### config.mk
export PLATFORM = sky130hd
export DESIGN_NAME = termcap_escape_decoder_unit
export DESIGN_NICKNAME = d
export VERILOG_FILES = /design/src/hdl/tced_pkg.sv /design/src/hdl/tced_core.sv /design/src/hdl/tced_outq.sv /design/src/hdl/termcap_escape_decoder_unit.sv
export SDC_FILE = /design/constraint.sdc
export NUM_CORES = 1
export LEC_CHECK = 0
export CAP_MARGIN = 20
export CORE_ASPECT_RATIO = 0.7
export CORE_UTILIZATION = 30
export DETAILED_ROUTE_END_ITERATION = 6
export DONT_BUFFER_PORTS = 1
export PLACE_DENSITY_LB_ADDON = 0.2
export SYNTH_ARGS = -nofsm -noshare
export SYNTH_HDL_FRONTEND = slang
export SYNTH_SLANG_ARGS = --single-unit
### constraint.sdc
create_clock -name clk -period 8.95 [get_ports clk]
set_input_delay 1.3425 -clock clk [delete_from_list [all_inputs] [get_ports clk]]
set_output_delay 1.3425 -clock clk [all_outputs]
set_load 0.05 [all_outputs]
### src/hdl/tced_pkg.sv
// ----------------------------------------------------------------------------
// tced_pkg: shared types and constants of the capability string decoder
// Holds the result item type, decode mode codes, character codes and the
// backslash escape table.
// ----------------------------------------------------------------------------
package tced_pkg;

  // Decode mode codes.
  localparam logic [1:0] MODE_NORMAL = 2'd0;
  localparam logic [1:0] MODE_CARET  = 2'd1;
  localparam logic [1:0] MODE_BSLASH = 2'd2;
  localparam logic [1:0] MODE_OCTAL  = 2'd3;

  // Character codes seen by the decoder.
  localparam logic [7:0] CHR_NUL    = 8'h00;
  localparam logic [7:0] CHR_COLON  = 8'h3A;
  localparam logic [7:0] CHR_CARET  = 8'h5E;
  localparam logic [7:0] CHR_BSLASH = 8'h5C;
  localparam logic [7:0] CHR_QMARK  = 8'h3F;
  localparam logic [7:0] CHR_DEL    = 8'h7F;
  localparam logic [7:0] CTRL_MASK  = 8'h1F;
  localparam logic [7:0] OCT_ZERO   = 8'h80;

  // Output queue geometry.
  localparam int QDEPTH = 4;
  localparam int QPTRW  = $clog2(QDEPTH);
  localparam int QCNTW  = $clog2(QDEPTH + 1);

  // One decoded result item.
  typedef struct packed {
    logic [7:0] data;
    logic       eos;
    logic       last;
  } result_t;

  // Results of one decode step, handed to the output queue.
  typedef struct packed {
    logic [1:0] count;
    result_t    r0;
    result_t    r1;
  } push_t;

  // Octal digit test: '0' through '7'.
  function automatic logic is_octal(input logic [7:0] b);
    return b[7:3] == 5'b00110;
  endfunction

  // Control code for the byte after a backslash; other bytes pass unchanged.
  function automatic logic [7:0] esc_map(input logic [7:0] b);
    logic [7:0] v;
    v = b;
    case (b)
      8'h45, 8'h65: v = 8'h1B;  // E, e
      8'h73:        v = 8'h20;  // s
      8'h6C, 8'h6E: v = 8'h0A;  // l, n
      8'h72:        v = 8'h0D;  // r
      8'h74:        v = 8'h09;  // t
      8'h61:        v = 8'h07;  // a
      8'h62:        v = 8'h08;  // b
      8'h66:        v = 8'h0C;  // f
      8'h76:        v = 8'h0B;  // v
      default:      v = b;
    endcase
    return v;
  endfunction

endpackage

### src/hdl/tced_core.sv
// ----------------------------------------------------------------------------
// tced_core: input register and decode step
// Registers the incoming byte, then decodes it against the mode, octal value
// and digit count, producing zero, one or two results per byte.
// ----------------------------------------------------------------------------
module tced_core
  import tced_pkg::*;
(
  input  logic       clk,
  input  logic       rst,
  input  logic       in_valid,
  output logic       in_ready,
  input  logic [7:0] in_byte,
  input  logic       room2,
  output push_t      push
);

  logic       held;
  logic [7:0] held_byte;
  logic       advance;

  logic [1:0] mode, mode_next;
  logic [7:0] oval, oval_next;
  logic [1:0] odig, odig_next;

  logic [7:0] b;
  logic       nm_emit;
  logic [7:0] nm_data;
  logic       nm_eos;
  logic [1:0] nm_mode;
  logic       nm_end;
  push_t      res;

  assign advance  = held && room2;
  assign in_ready = !held || advance;
  assign b        = held_byte;

  // Input register.
  always_ff @(posedge clk) begin
    if (rst) begin
      held <= 1'b0;
    end else if (in_ready) begin
      held <= in_valid;
    end
    if (in_ready && in_valid) begin
      held_byte <= in_byte;
    end
  end

  // Plain-mode handling of the byte, also used after a finished octal run.
  always_comb begin
    nm_emit = 1'b0;
    nm_data = b;
    nm_eos  = 1'b0;
    nm_mode = MODE_NORMAL;
    nm_end  = 1'b0;
    if (b == CHR_NUL || b == CHR_COLON) begin
      nm_emit = 1'b1;
      nm_data = CHR_NUL;
      nm_eos  = 1'b1;
      nm_end  = 1'b1;
    end else if (b == CHR_CARET) begin
      nm_mode = MODE_CARET;
    end else if (b == CHR_BSLASH) begin
      nm_mode = MODE_BSLASH;
    end else begin
      nm_emit = 1'b1;
    end
  end

  // Decode step.
  always_comb begin
    mode_next = mode;
    oval_next = oval;
    odig_next = odig;
    res       = '0;
    unique case (mode)
      MODE_NORMAL: begin
        mode_next   = nm_mode;
        res.count   = {1'b0, nm_emit};
        res.r0.data = nm_data;
        res.r0.eos  = nm_eos;
        if (nm_end) begin
          oval_next = '0;
          odig_next = '0;
        end
      end
      MODE_CARET: begin
        res.count = 2'd1;
        mode_next = MODE_NORMAL;
        if (b == CHR_NUL) begin
          res.r0.eos = 1'b1;
          oval_next  = '0;
          odig_next  = '0;
        end else begin
          res.r0.data = (b == CHR_QMARK) ? CHR_DEL : (b & CTRL_MASK);
        end
      end
      MODE_BSLASH: begin
        if (b == CHR_NUL) begin
          res.count  = 2'd1;
          res.r0.eos = 1'b1;
          mode_next  = MODE_NORMAL;
          oval_next  = '0;
          odig_next  = '0;
        end else if (is_octal(b)) begin
          mode_next = MODE_OCTAL;
          oval_next = {5'd0, b[2:0]};
          odig_next = 2'd1;
        end else begin
          res.count   = 2'd1;
          res.r0.data = esc_map(b);
          mode_next   = MODE_NORMAL;
        end
      end
      MODE_OCTAL: begin
        if (b == CHR_NUL) begin
          // Collected value is dropped; only the terminator goes out.
          res.count  = 2'd1;
          res.r0.eos = 1'b1;
          mode_next  = MODE_NORMAL;
          oval_next  = '0;
          odig_next  = '0;
        end else if (is_octal(b) && odig != 2'd3) begin
          oval_next = {oval[4:0], b[2:0]};
          odig_next = odig + 2'd1;
        end else begin
          // Flush the octal value, then treat the byte as plain input.
          res.r0.data = (oval == 8'd0) ? OCT_ZERO : oval;
          res.r1.data = nm_data;
          res.r1.eos  = nm_eos;
          res.count   = nm_emit ? 2'd2 : 2'd1;
          mode_next   = nm_mode;
          oval_next   = '0;
          odig_next   = '0;
        end
      end
      default: begin
        mode_next = MODE_NORMAL;
      end
    endcase
    res.r0.last = (res.count == 2'd1);
    res.r1.last = (res.count == 2'd2);
  end

  // Decoder state.
  always_ff @(posedge clk) begin
    if (rst) begin
      mode <= MODE_NORMAL;
      oval <= '0;
      odig <= '0;
    end else if (advance) begin
      mode <= mode_next;
      oval <= oval_next;
      odig <= odig_next;
    end
  end

  always_comb begin
    push = res;
    if (!advance) begin
      push.count = 2'd0;
    end
  end

endmodule

### src/hdl/tced_outq.sv
// ----------------------------------------------------------------------------
// tced_outq: output result queue
// Small queue that takes up to two results per cycle and delivers one result
// per cycle on the output handshake.
// ----------------------------------------------------------------------------
module tced_outq
  import tced_pkg::*;
(
  input  logic             clk,
  input  logic             rst,
  input  push_t            push,
  output logic             room2,
  output logic             out_valid,
  input  logic             out_ready,
  output result_t          head,
  output logic [QCNTW-1:0] level
);

  result_t              mem [QDEPTH];
  logic [QPTRW-1:0]     wr_ptr;
  logic [QPTRW-1:0]     rd_ptr;
  logic [QCNTW-1:0]     count;
  logic [QCNTW-1:0]     count_next;
  logic                 pop;
  logic [QPTRW-1:0]     wr_ptr1;

  assign pop       = out_valid && out_ready;
  assign out_valid = count != '0;
  assign head      = mem[rd_ptr];
  assign room2     = count <= QCNTW'(QDEPTH - 2);
  assign level     = count;
  assign wr_ptr1   = wr_ptr + QPTRW'(1);

  assign count_next = count + QCNTW'(push.count) - QCNTW'(pop);

  // Entry storage.
  always_ff @(posedge clk) begin
    if (push.count != 2'd0) begin
      mem[wr_ptr] <= push.r0;
    end
    if (push.count == 2'd2) begin
      mem[wr_ptr1] <= push.r1;
    end
  end

  // Pointers and fill level.
  always_ff @(posedge clk) begin
    if (rst) begin
      wr_ptr <= '0;
      rd_ptr <= '0;
      count  <= '0;
    end else begin
      wr_ptr <= wr_ptr + QPTRW'(push.count);
      if (pop) begin
        rd_ptr <= rd_ptr + QPTRW'(1);
      end
      count <= count_next;
    end
  end

endmodule

### src/hdl/termcap_escape_decoder_unit.sv
// A byte is registered at acceptance; its results enter the output queue once
// the queue has room for two, and the queue head drives the outputs.
// Throughput: one byte per cycle while the queue has room for two; a byte with
// two results holds the single output port for both; it sets the sustained rate.
// Reset (rst, synchronous, active high) returns to normal mode with no pending
// octal value and empties the input register and the result queue.
// ----------------------------------------------------------------------------
// termcap_escape_decoder_unit: capability string escape decoder
// Decodes caret, backslash and octal escapes of a byte stream and marks the
// terminating zero byte or colon of each string with a zero result.
// ----------------------------------------------------------------------------
module termcap_escape_decoder_unit
  import tced_pkg::*;
(
  input  logic       clk,
  input  logic       rst,
  input  logic       in_valid,
  output logic       in_ready,
  input  logic [7:0] in_byte,
  output logic       out_valid,
  input  logic       out_ready,
  output logic [7:0] out_byte,
  output logic       end_of_string,
  output logic       last_of_run
);

  push_t            push;
  logic             room2;
  result_t          head;
  logic [QCNTW-1:0] level;

  // Byte register and decode step.
  tced_core u_core (
    .clk      (clk),
    .rst      (rst),
    .in_valid (in_valid),
    .in_ready (in_ready),
    .in_byte  (in_byte),
    .room2    (room2),
    .push     (push)
  );

  // Result queue.
  tced_outq u_outq (
    .clk       (clk),
    .rst       (rst),
    .push      (push),
    .room2     (room2),
    .out_valid (out_valid),
    .out_ready (out_ready),
    .head      (head),
    .level     (level)
  );

  assign out_byte      = head.data;
  assign end_of_string = head.eos;
  assign last_of_run   = head.last;

  // The queue never holds more entries than it has.
  assert property (@(posedge clk) disable iff (rst) level <= QCNTW'(QDEPTH))
    else $error("result queue overflow");

  // Results are pushed only when there is room for two.
  assert property (@(posedge clk) disable iff (rst)
                   push.count != 2'd0 |-> $past(room2) || level <= QCNTW'(QDEPTH - 2))
    else $error("push without room");

  // A terminator carries a zero byte and closes its run.
  assert property (@(posedge clk) disable iff (rst)
                   out_valid && end_of_string |-> out_byte == 8'd0 && last_of_run)
    else $error("malformed terminator");

  // Two results from one byte: the first never closes the run.
  assert property (@(posedge clk) disable iff (rst)
                   push.count == 2'd2 |-> !push.r0.last && push.r1.last && !push.r0.eos)
    else $error("bad result pair");

endmodule

==> results of run 1 <==
cell usage in the layout (no fill, tap or decap), types with 8 or more instances in the layout:
master and n:
edfxtp_1 48, nor2_1 34, nand2_1 26, o21ai_0 22
dfxtp_1 22, a21oi_1 21, nand3_1 19, nand2b_1 12
a211oi_1 12, inv_1 11, mux4_2 10, o31ai_1 9
clkbuf_16 9, mux2i_1 8, buf_4 8
flip-flops by register name, indices dropped and copies added (netlist names), named ones only:
name / cells
u_core.b: 8
u_core.oval: 8
u_core.mode: 2
u_core.odig: 2
u_outq.mem: 40
u_outq.wr_ptr: 2
u_outq.level: 3
u_outq.rd_ptr: 2
u_core.held: 1
per-layer routing:
layer | part of all wire | up-vias | global-route usage | wire (µm)
li1 | - | 1443 | - | -
met5 | 0 | - | 0 | 0
met4 | 0.0067 | 0 | 0.0333 | 69
met1 | 0.53 | 1428 | 0.252 | 5500
met3 | 0.073 | 8 | 0.0495 | 751
met2 | 0.39 | 100 | 0.199 | 3970
final timing paths:
kind | to | depth (start not counted) | slack [ns]
max | u_outq.mem[2][0] | 7 | 5.64
min | u_core.odig[1] | 2 | 0.47
max reg2reg | u_outq.mem[2][0] | 7 | 5.64
min reg2reg | u_core.odig[1] | 2 | 0.47
power by group through the flow:
stage	Clock (mW)	Sequential [mW]	Combinational, mW
after detailed placement	0	0.436	0.286
after global placement	0	0.434	0.282
after global routing	0.413	0.435	0.312
after CTS	0.397	0.429	0.288
after floorplan	0	0.401	0.268
final	0.390	0.429	0.286
cell families after synthesis:
logic type	share of synthesized area
compound gates	0.167
simple gates	0.198
mux	0.0773
buf+inv	0.0453
fa+ha+maj	0.0209
flops	0.476
xor+xnor	0.0155
final cells by class:
class / count / share of cell area
Clock buffer: 9 / 0.0510
Clock inverter: 7 / 0.0235
Inverter: 13 / 0.0111
Multi-Input combinational cell: 273 / 0.428
Sequential cell: 70 / 0.426
Tap cell: 162 / 0.0459
Timing Repair Buffer: 8 / 0.0136
worst max-delay path, stage by stage (launching register included):
cell and delay [ns]:
edfxtp_1 0.72, nand2_1 0.24, nor4_1 0.39, a21oi_1 0.12, a22o_1 0.28, or2_1 0.30, o311ai_1 0.65, buf_4 0.30
stage by stage:
step            util  power, mW
2_1_floorplan      -      0.669
3_3_place_gp   0.322      0.716
3_5_place_dp   0.323      0.722
4_1_cts        0.349       1.11
5_1_grt        0.349       1.16
6_report       0.349       1.10
==> impl_results.md, run 1 <==
- Vias per cell: 5.50
- Worst setup EP type: register
- Slew Viols, Final: 0
- Fraction of registers with async set or reset after synthesis: 0
- Post-CTS Setup Repair Bufs: 0
- Worst-path clk slew: 0.06 ns
- Via count: 2979
- Arr. time, crit path: 3.35 ns
- PostCTS Resize Cnt: 0
- Non-Filler Instances: 542
- Worst Skew: 0.00764 ns
- Root Buffer: clkbuf_16
- Largest net degree at the start of global routing: 22
- Rows: 34
- Status: complete, but fails checks
- Crit start category: register
- Register bit total from synthesis: 70
- Clock share of power: 0.353
- Synth Net Count: 401
- Post-synth EDFFs: 48
- Fillers: 1257
- DPL Wire Length: 7660 µm
- Port bufs: 0
- Synth cell types: 67
- TritonCTS Buffers: 9
- Post-route cell area: 0.00441 mm²
- Maximum clock path buffer count: 2
- VDD IR-drop max: 0.0934 mV
- Initial Util: 0.313
- GRT overflow: 0
- Internal power: 0.727 mW
- WL/cell: 19.0 µm
- Total leakage power: 1.46 nW
- Avg Cell Area, Syn: 10.3 µm²
- All-Layer GR Usage: 0.158
- Die W: 139 µm
- Detailed Route WL: 10300 µm
- Area grow syn2layout: 11.7%
- HP Start: u_core.odig[1]
- Routed Antenna Nets: 0
- Final WS setup: 5.64 ns
- Post-Synthesis Cells: 383
- Placed cell area: 0.00408 mm²
- Setup TNS: 0 ns
- Yosys Warn Count: 0
- Worst-Margin Slew: 0.985 ns
- Unrepaired setup endpoints after global routing: false
- Sequential share of the synthesized area: 0.476
- Worst skew pair latency: 0.33 ns
- Commonest cells in the netlist: 48 x edfxtp_1, 34 x nor2_1, 26 x nand2_1
- Final hold vios: 0
- Worst hold slack: 0.473 ns
- Number of max-cap violations: 0
- Share of total power in combinational logic: 0.259
- Ant. Diodes: 0
- Share of cells above drive strength 1: 0.126
- Critical Path RT: 8.99 ns
- Synth top area share: 0.365
- Fmax achieved: 302 MHz
- Worst Path Max Fanout: 15
- Placed instance count: 525
- Area of the multi-input gates: 0.00189 mm²
- First-pass GRT wire length: 16000 µm
- Final setup fails: 0
- Seq pwr share: 0.388
- Initial DRC count: 300
- Post-place setup slack: 5.59 ns
- Failing checks: DRC
- Most common cell in the synthesized netlist: edfxtp_1
- Core Region: 0.0126 mm²
- Vias in the first global route: 2653
- CTS tree: yes
- Fin crit period: 3.31 ns
- Post-cts hold buffer count: 0
- Net switching share of the total power: 0.342
- Reg2reg start: u_core.b[4]
- Critical Path Source: u_core.b[4]
- Area leader, netlist: edfxtp_1
- DR pass1 iterations: 7
- Final net count: 393
- Routability cong.: 0.893
- Antenna violations before repair: 0
- Synth Flop Type: edfxtp_1
- Chip Height: 98.0 µm
- Synth top area cells: edfxtp_1 36%, dfxtp_1 11%, mux4_2 5.7%
- Min-Delay Path Class: reg -> reg
- Post-Syn Area: 0.00395 mm²
- Relative slew margins: 0.343
- Critical path class: reg -> reg
- Switching pwr: 0.378 mW
- Clock sinks: 70
- H-Tree Level Count: 3
- # IOs: 24
- Pwr Density: 250 mW/mm²
- Die area: 0.0136 mm²
- Final period util: 0.370
- Reg area: 0.00188 mm²
- DR DRC count: 1
Power figures use the tool's default switching activity.
==> run 2: changes to the inputs <==
--- a/config.mk
+++ b/config.mk
@@ -5,6 +5,7 @@
 export SDC_FILE = /design/constraint.sdc
 export NUM_CORES = 1
 export LEC_CHECK = 0
+export ABC_AREA = 1
 export CAP_MARGIN = 20
 export CORE_ASPECT_RATIO = 0.7
 export CORE_UTILIZATION = 30
==> constraint.sdc (replaced) <==
create_clock -name clk -period 3.2 [get_ports clk]
set_input_delay 0.48 -clock clk [delete_from_list [all_inputs] [get_ports clk]]
set_output_delay 0.48 -clock clk [all_outputs]
set_load 0.05 [all_outputs]
==> run 2 against run 1 <==
- the flow now finishes without violations
- power increased to 3.0 times the previous value
- final area increased by 5.0%
- sequential power increased to 2.7 times the previous value
- non-clock buffer count increased by 6
- die area increased by 3.1%
- combinational power increased to 3.5 times the previous value
- maximum frequency increased by 23%
- synthesized cell count increased by 35%
- cell count increased by 32%
- wire length increased by 11%
==> impl_results.md, run 2 <==
- Status: finished clean
- Total leakage power: 1.98 nW (+35%)
- Root Buffer: clkbuf_16
- Total power draw: 3.26 mW (+200%)
- # IOs: 24 (unchanged)
- Critical Path RT: 3.44 ns (-5.55 ns)
- Max reg flops: 40 (unchanged)
- Post-synth EDFFs: 48 (unchanged)
- Ant. Diodes: 0 (unchanged)
- Clock sinks: 70 (unchanged)
- Sequential share of the synthesized area: 0.462 (-0.0145)
- Relative slew margins: 0.453 (+0.110)
- Final period util: 0.840 (+0.470)
- Yosys Warn Count: 0 (unchanged)
- Area leader, netlist: edfxtp_1
- Post-Synthesis Cells: 518 (+35%)
- Rows: 35 (+2.9%)
- Wire length on met1: 5990 µm (+8.9%)
- Biggest register: u_outq.mem
- TritonCTS Buffers: 9 (unchanged)
- VDD IR-drop max: 0.283 mV (+200%)
- Synth top area cells: edfxtp_1 35%, nand2_1 15%, dfxtp_1 11%
- Vias per cell: 4.84 (-12%)
- All-Layer GR Usage: 0.175 (+0.0176)
- Die W: 141 µm (+1.5%)
- Worst hold slack: 0.204 ns (-0.268 ns)
- Via count: 3473 (+17%)
- Met2 WL: 4640 µm (+17%)
- Slew Viols, Final: 0 (unchanged)
- Commonest non-fill, non-tap cells in the layout: 158 x nand2_1, 74 x nor2_1, 48 x edfxtp_1
- WL/cell: 15.9 µm (-16%)
- Routed Antenna Nets: 0 (unchanged)
- Core Region: 0.0132 mm² (+4.7%)
- Final net count: 546 (+39%)
- Post-route cell area: 0.00463 mm² (+5.0%)
- Fin crit period: 2.69 ns (-0.622 ns)
- Number of max-cap violations: 0 (unchanged)
- Routability cong.: 0.931 (+4.3%)
- Setup TNS: 0 ns (unchanged)
- Area grow syn2layout: 13.7%
- Worst Path Max Fanout: 9 (-6)
- Synth Flop Type: edfxtp_1
- Final hold vios: 0 (unchanged)
- Crit start category: register
- PostCTS Resize Cnt: 0 (unchanged)
- Arr. time, crit path: 2.93 ns (-0.42 ns)
- Worst Skew: 0.00689 ns (-0.000749 ns)
- Initial DRC count: 284 (-5.3%)
- Avg Cell Area, Syn: 7.87 µm² (-24%)
- Vias in the first global route: 3336 (+26%)
- First-pass GRT wire length: 18400 µm (+15%)
- Fmax achieved: 372 MHz (+23%)
- Die area: 0.0141 mm² (+3.1%)
- Non-Filler Instances: 718 (+32%)
- GRT overflow: 0 (unchanged)
- DR pass1 iterations: 5 (-2)
- Post-Syn Area: 0.00408 mm² (+3.1%)
- Final WS setup: 0.513 ns (-5.13 ns)
- Placed instance count: 702 (+34%)
- Min-Delay Path Class: in -> reg
- Post-cts hold buffer count: 0 (unchanged)
- Placed cell area: 0.00430 mm² (+5.6%)
- Antenna violations before repair: 1 (+1)
- Met3 Wirelength: 599 µm (-20%)
- Synth Net Count: 536 (+34%)
- Maximum clock path buffer count: 2 (unchanged)
- Share of cells above drive strength 1: 0.118 (-0.00812)
- Detailed Route WL: 11400 µm (+11%)
- DR DRC count: 0 (-1)
- Fraction of registers with async set or reset after synthesis: 0 (unchanged)
- Final setup fails: 0 (unchanged)
- Largest net degree at the start of global routing: 22 (unchanged)
- Worst skew pair latency: 0.34 ns (about the same)
- Commonest non-fill, non-tap cell in the layout: nand2_1
- H-Tree Level Count: 3 (unchanged)
- Initial Util: 0.308 (-0.00460)
- Worst setup EP type: register
- Chip Height: 99.5 µm (+1.5%)
- Commonest cells in the netlist: 158 x nand2_1, 74 x nor2_1, 48 x edfxtp_1
- Unrepaired setup endpoints after global routing: false
- DR top layer: met5
- Post-place setup slack: 0.550 ns (-5.04 ns)
- Synth top area share: 0.354 (-0.0111)
- Critical path class: reg -> reg
- Worst-Margin Slew: 0.817 ns (-0.168 ns)
- DPL Wire Length: 8710 µm (+14%)
- Port bufs: 0 (unchanged)
- Synth cell types: 38 (-43%)
- Post-CTS Setup Repair Bufs: 0 (unchanged)
- Register bit total from synthesis: 70 (unchanged)
- Core Util, Final: 0.350 (+0.00105)
- Worst-path clk slew: 0.06 ns (about the same)
- CTS tree: yes
- Pwr Density: 704 mW/mm² (+180%)
- Most common cell in the synthesized netlist: nand2_1
==> run 2: changes by cell type in the layout (fill, tap and decap cells not counted), sizes merged, moves of 12 or more <==
cell    before  now
nand2b      12    0
o21ai       23   45
a211oi      12    0
inv         14   48
nand2       27  165
nor2        35   83
==> run 2: cell families (layout without fill, tap and decap cells) <==
kind of cell | Yosys count | after routing | synth area share
AOI/OAI and AO/OA | 81 | 81 | 0.110
adders and majority gates | 6 | 6 | 0.0203
xor gates and xnor gates | 3 | 3 | 0.00645
and+or+nand+nor | 298 | 298 | 0.333
DFF | 70 | 70 | 0.462
buffers and inverters | 60 | 75 | 0.0688
==> run 2: worst max-delay path, cell delays in order, from the launching register on <==
cell      delay [ns]
edfxtp_1        0.60
inv_1           0.13
nor3_1          0.33
nand2_1         0.20
o211ai_1        0.27
nand3_1         0.14
inv_1           0.10
ha_1            0.14
inv_1           0.05
fa_1            0.37
xor2_1          0.17
inv_1           0.05
nor2_1          0.03
==> run 2: cell type report <==
cell class	count	area (µm²)
clock buffers	9	225
fillers	1422	8590
inverters	45	171
multi-input cells	388	1910
repair buffers	14	105
flip-flops and latches	70	1880
well taps	185	231
clock inverters	7	105
==> run 2: where the power goes <==
part	switching, mW	total, mW	internal, mW
clock	0.420	1.11	0.695
sequential	0.0600	1.14	1.08
combinational	0.713	1.00	0.291
==> run 2: layer usage <==
layer,track usage,vias up
met3,0.0443,18
met4,0.0510,2
met2,0.256,82
li1,-,1739
met1,0.254,1632
met5,0,-
==> run 2: worst paths after layout <==
| check | start | to | slack (ns) | cells past startpoint |
|---|---|---|---|---|
| max | u_core.b[4] | u_outq.level[2] | 0.51 | 12 |
| min | rst | u_core.held | 0.20 | 1 |
| max reg2reg | u_core.b[4] | u_outq.level[2] | 0.51 | 12 |
| min reg2reg | u_core.oval[7] | u_core.oval[7] | 0.46 | 2 |
==> run 3: changes to the inputs <==
==> constraint.sdc (replaced) <==
create_clock -name clk -period 2.75 [get_ports clk]
set_input_delay 0.4125 -clock clk [delete_from_list [all_inputs] [get_ports clk]]
set_output_delay 0.4125 -clock clk [all_outputs]
set_load 0.05 [all_outputs]
==> run 3 against run 2 <==
- non-clock buffer count increased by 8
- sequential share of layout area shrank 0.28 points
- utilization rose by 0.25 points
- cell count is 1.1% higher
- highest routed layer unchanged
- clock-buffer cell count is the same
- worst hold slack worse by 0.066 ns
- die area is the same
- critical path type unchanged
- setup slack got worse by 0.33 ns
==> impl_results.md, run 3 (synthesis gave the netlist of run 2 again) <==
- Final hold vios: 0 (unchanged)
- Max reg flops: 40 (unchanged)
- Post-cts hold buffer count: 0 (unchanged)
- Port bufs: 0 (unchanged)
- Ant. Diodes: 0 (unchanged)
- Commonest non-fill, non-tap cell in the layout: nand2_1
- DPL Wire Length: 8550 µm (-1.9%)
- Initial Util: 0.308 (unchanged)
- Status: finished clean
- Die area: 0.0141 mm² (unchanged)
- Root Buffer: clkbuf_16
- Reg2reg start: u_core.b[2]
- Number of max-cap violations: 0 (unchanged)
- Via count: 3570 (+2.8%)
- All-Layer GR Usage: 0.173 (-0.00198)
- Final setup fails: 0 (unchanged)
- Worst-path clk slew: 0.06 ns (about the same)
- Chip Height: 99.5 µm (unchanged)
- Worst Path Max Fanout: 9 (unchanged)
- Fmax achieved: 390 MHz (+4.8%)
- Area of the multi-input gates: 0.00192 mm² (+0.26%)
- # IOs: 24 (unchanged)
- Core Region: 0.0132 mm² (unchanged)
- First-pass GRT wire length: 18300 µm (-0.45%)
- Setup TNS: 0 ns (unchanged)
- Final net count: 554 (+1.5%)
- Placed instance count: 710 (+1.1%)
- Worst-Margin Slew: 0.901 ns (+0.0832 ns)
- Fin crit period: 2.56 ns (-0.123 ns)
- Placed cell area: 0.00436 mm² (+1.4%)
- H-Tree Level Count: 3 (unchanged)
- Worst skew pair latency: 0.33 ns (about the same)
- WL/cell: 15.8 µm (-0.88%)
- Arr. time, crit path: 2.80 ns (-0.13 ns)
- Clock sinks: 70 (unchanged)
- Maximum clock path buffer count: 2 (unchanged)
- Initial DRC count: 372 (+31%)
- Rows: 35 (unchanged)
- Routed Antenna Nets: 0 (unchanged)
- Antenna violations before repair: 1 (unchanged)
- Routability cong.: 0.922 (-0.98%)
- Die W: 141 µm (unchanged)
- Vias in the first global route: 3470 (+4.0%)
- DR DRC count: 0 (unchanged)
- Vias per cell: 4.92 (+1.7%)
- Final period util: 0.932 (+0.0927)
- Share of cells above drive strength 1: 0.131 (+0.0130)
- Detailed Route WL: 11400 µm (+0.23%)
- CTS tree: yes
- Non-Filler Instances: 726 (+1.1%)
- Total leakage power: 2.01 nW (+1.4%)
- TritonCTS Buffers: 9 (unchanged)
- Unrepaired setup endpoints after global routing: false
- Relative slew margins: 0.397 (-0.0557)
- Crit start category: register
- GRT overflow: 0 (unchanged)
- Biggest register: u_outq.mem
- Area grow syn2layout: 14.5%
- Worst setup EP type: register
- Largest net degree at the start of global routing: 21 (-4.5%)
- Slew Viols, Final: 0 (unchanged)
- Commonest non-fill, non-tap cells in the layout: 158 x nand2_1, 74 x nor2_1, 48 x edfxtp_1
- Critical path class: reg -> reg
- Post-CTS Setup Repair Bufs: 0 (unchanged)
- DR pass1 iterations: 6 (+1)
- Pwr Density: 789 mW/mm² (+12%)
- Critical Path RT: 2.98 ns (-0.46 ns)
- Fillers: 1413 (-0.63%)
- Core Util, Final: 0.353 (+0.00246)
- Post-route cell area: 0.00467 mm² (+0.70%)
- Critical Path Source: u_core.b[2]
- VDD IR-drop max: 0.350 mV (+24%)
- Worst Skew: 0.00964 ns (+0.00276 ns)
- Reg area: 0.00188 mm² (unchanged)
- R2R Setup Slk: 0.19 ns (-0.33 ns)
- PostCTS Resize Cnt: 0 (unchanged)
- Min-Delay Path Class: in -> reg
- HP Start: rst
==> run 3: worst paths after layout <==
| check | cells after the start | endpoint |
|---|---|---|
| setup / recovery | 11 | u_outq.level[2] |
| hold / removal | 1 | u_core.odig[0] |
| setup reg to reg | 11 | u_outq.level[2] |
| hold reg to reg | 2 | u_core.oval[7] |
==> run 3: cell type report <==
class	count	area share
flip-flops and latches	70	0.403
repair buffers	22	0.0354
inverters	45	0.0367
clock inverters	7	0.0156
well taps	185	0.0496
clock buffers	9	0.0483
multi-input cells	388	0.411
==> run 3: power by group <==
| group | leakage (nW) | switching (mW) | internal, mW |
|---|---|---|---|
| Clock | 0.143 | 0.467 | 0.704 |
| Sequential | 0.616 | 0.0672 | 1.26 |
| Combinational | 1.25 | 0.836 | 0.348 |
==> run 3: per-stage QoR <==
stage | total power [mW] | setup WS, ns | hold WS, ns
floorplan | 2.20 | 0.402 | 0.436
global placement | 2.53 | 0.261 | 0.452
detailed placement | 2.54 | 0.212 | 0.451
CTS | 3.71 | 0.200 | 0.127
global route | 3.89 | 0.0730 | 0.126
finish | 3.68 | 0.186 | 0.138
==> run 3: layer usage <==
metal / vias up / GRT usage / share of wire
met5: - / 0 / 0.00087
met4: 2 / 0.0527 / 0.017
met3: 24 / 0.0506 / 0.074
met2: 128 / 0.256 / 0.42
met1: 1656 / 0.244 / 0.49
li1: 1760 / - / -
==> run 3: worst max-delay path, cell delays in order, from the launching register on <==
cell and delay, ns:
edfxtp_1 0.49, nor2_2 0.25, nand2_1 0.13, nor3_4 0.26, buf_4 0.20, nor2_8 0.06
nand3_4 0.10, ha_1 0.27, fa_1 0.44, xor2_1 0.17, inv_1 0.06, nor2_1 0.03
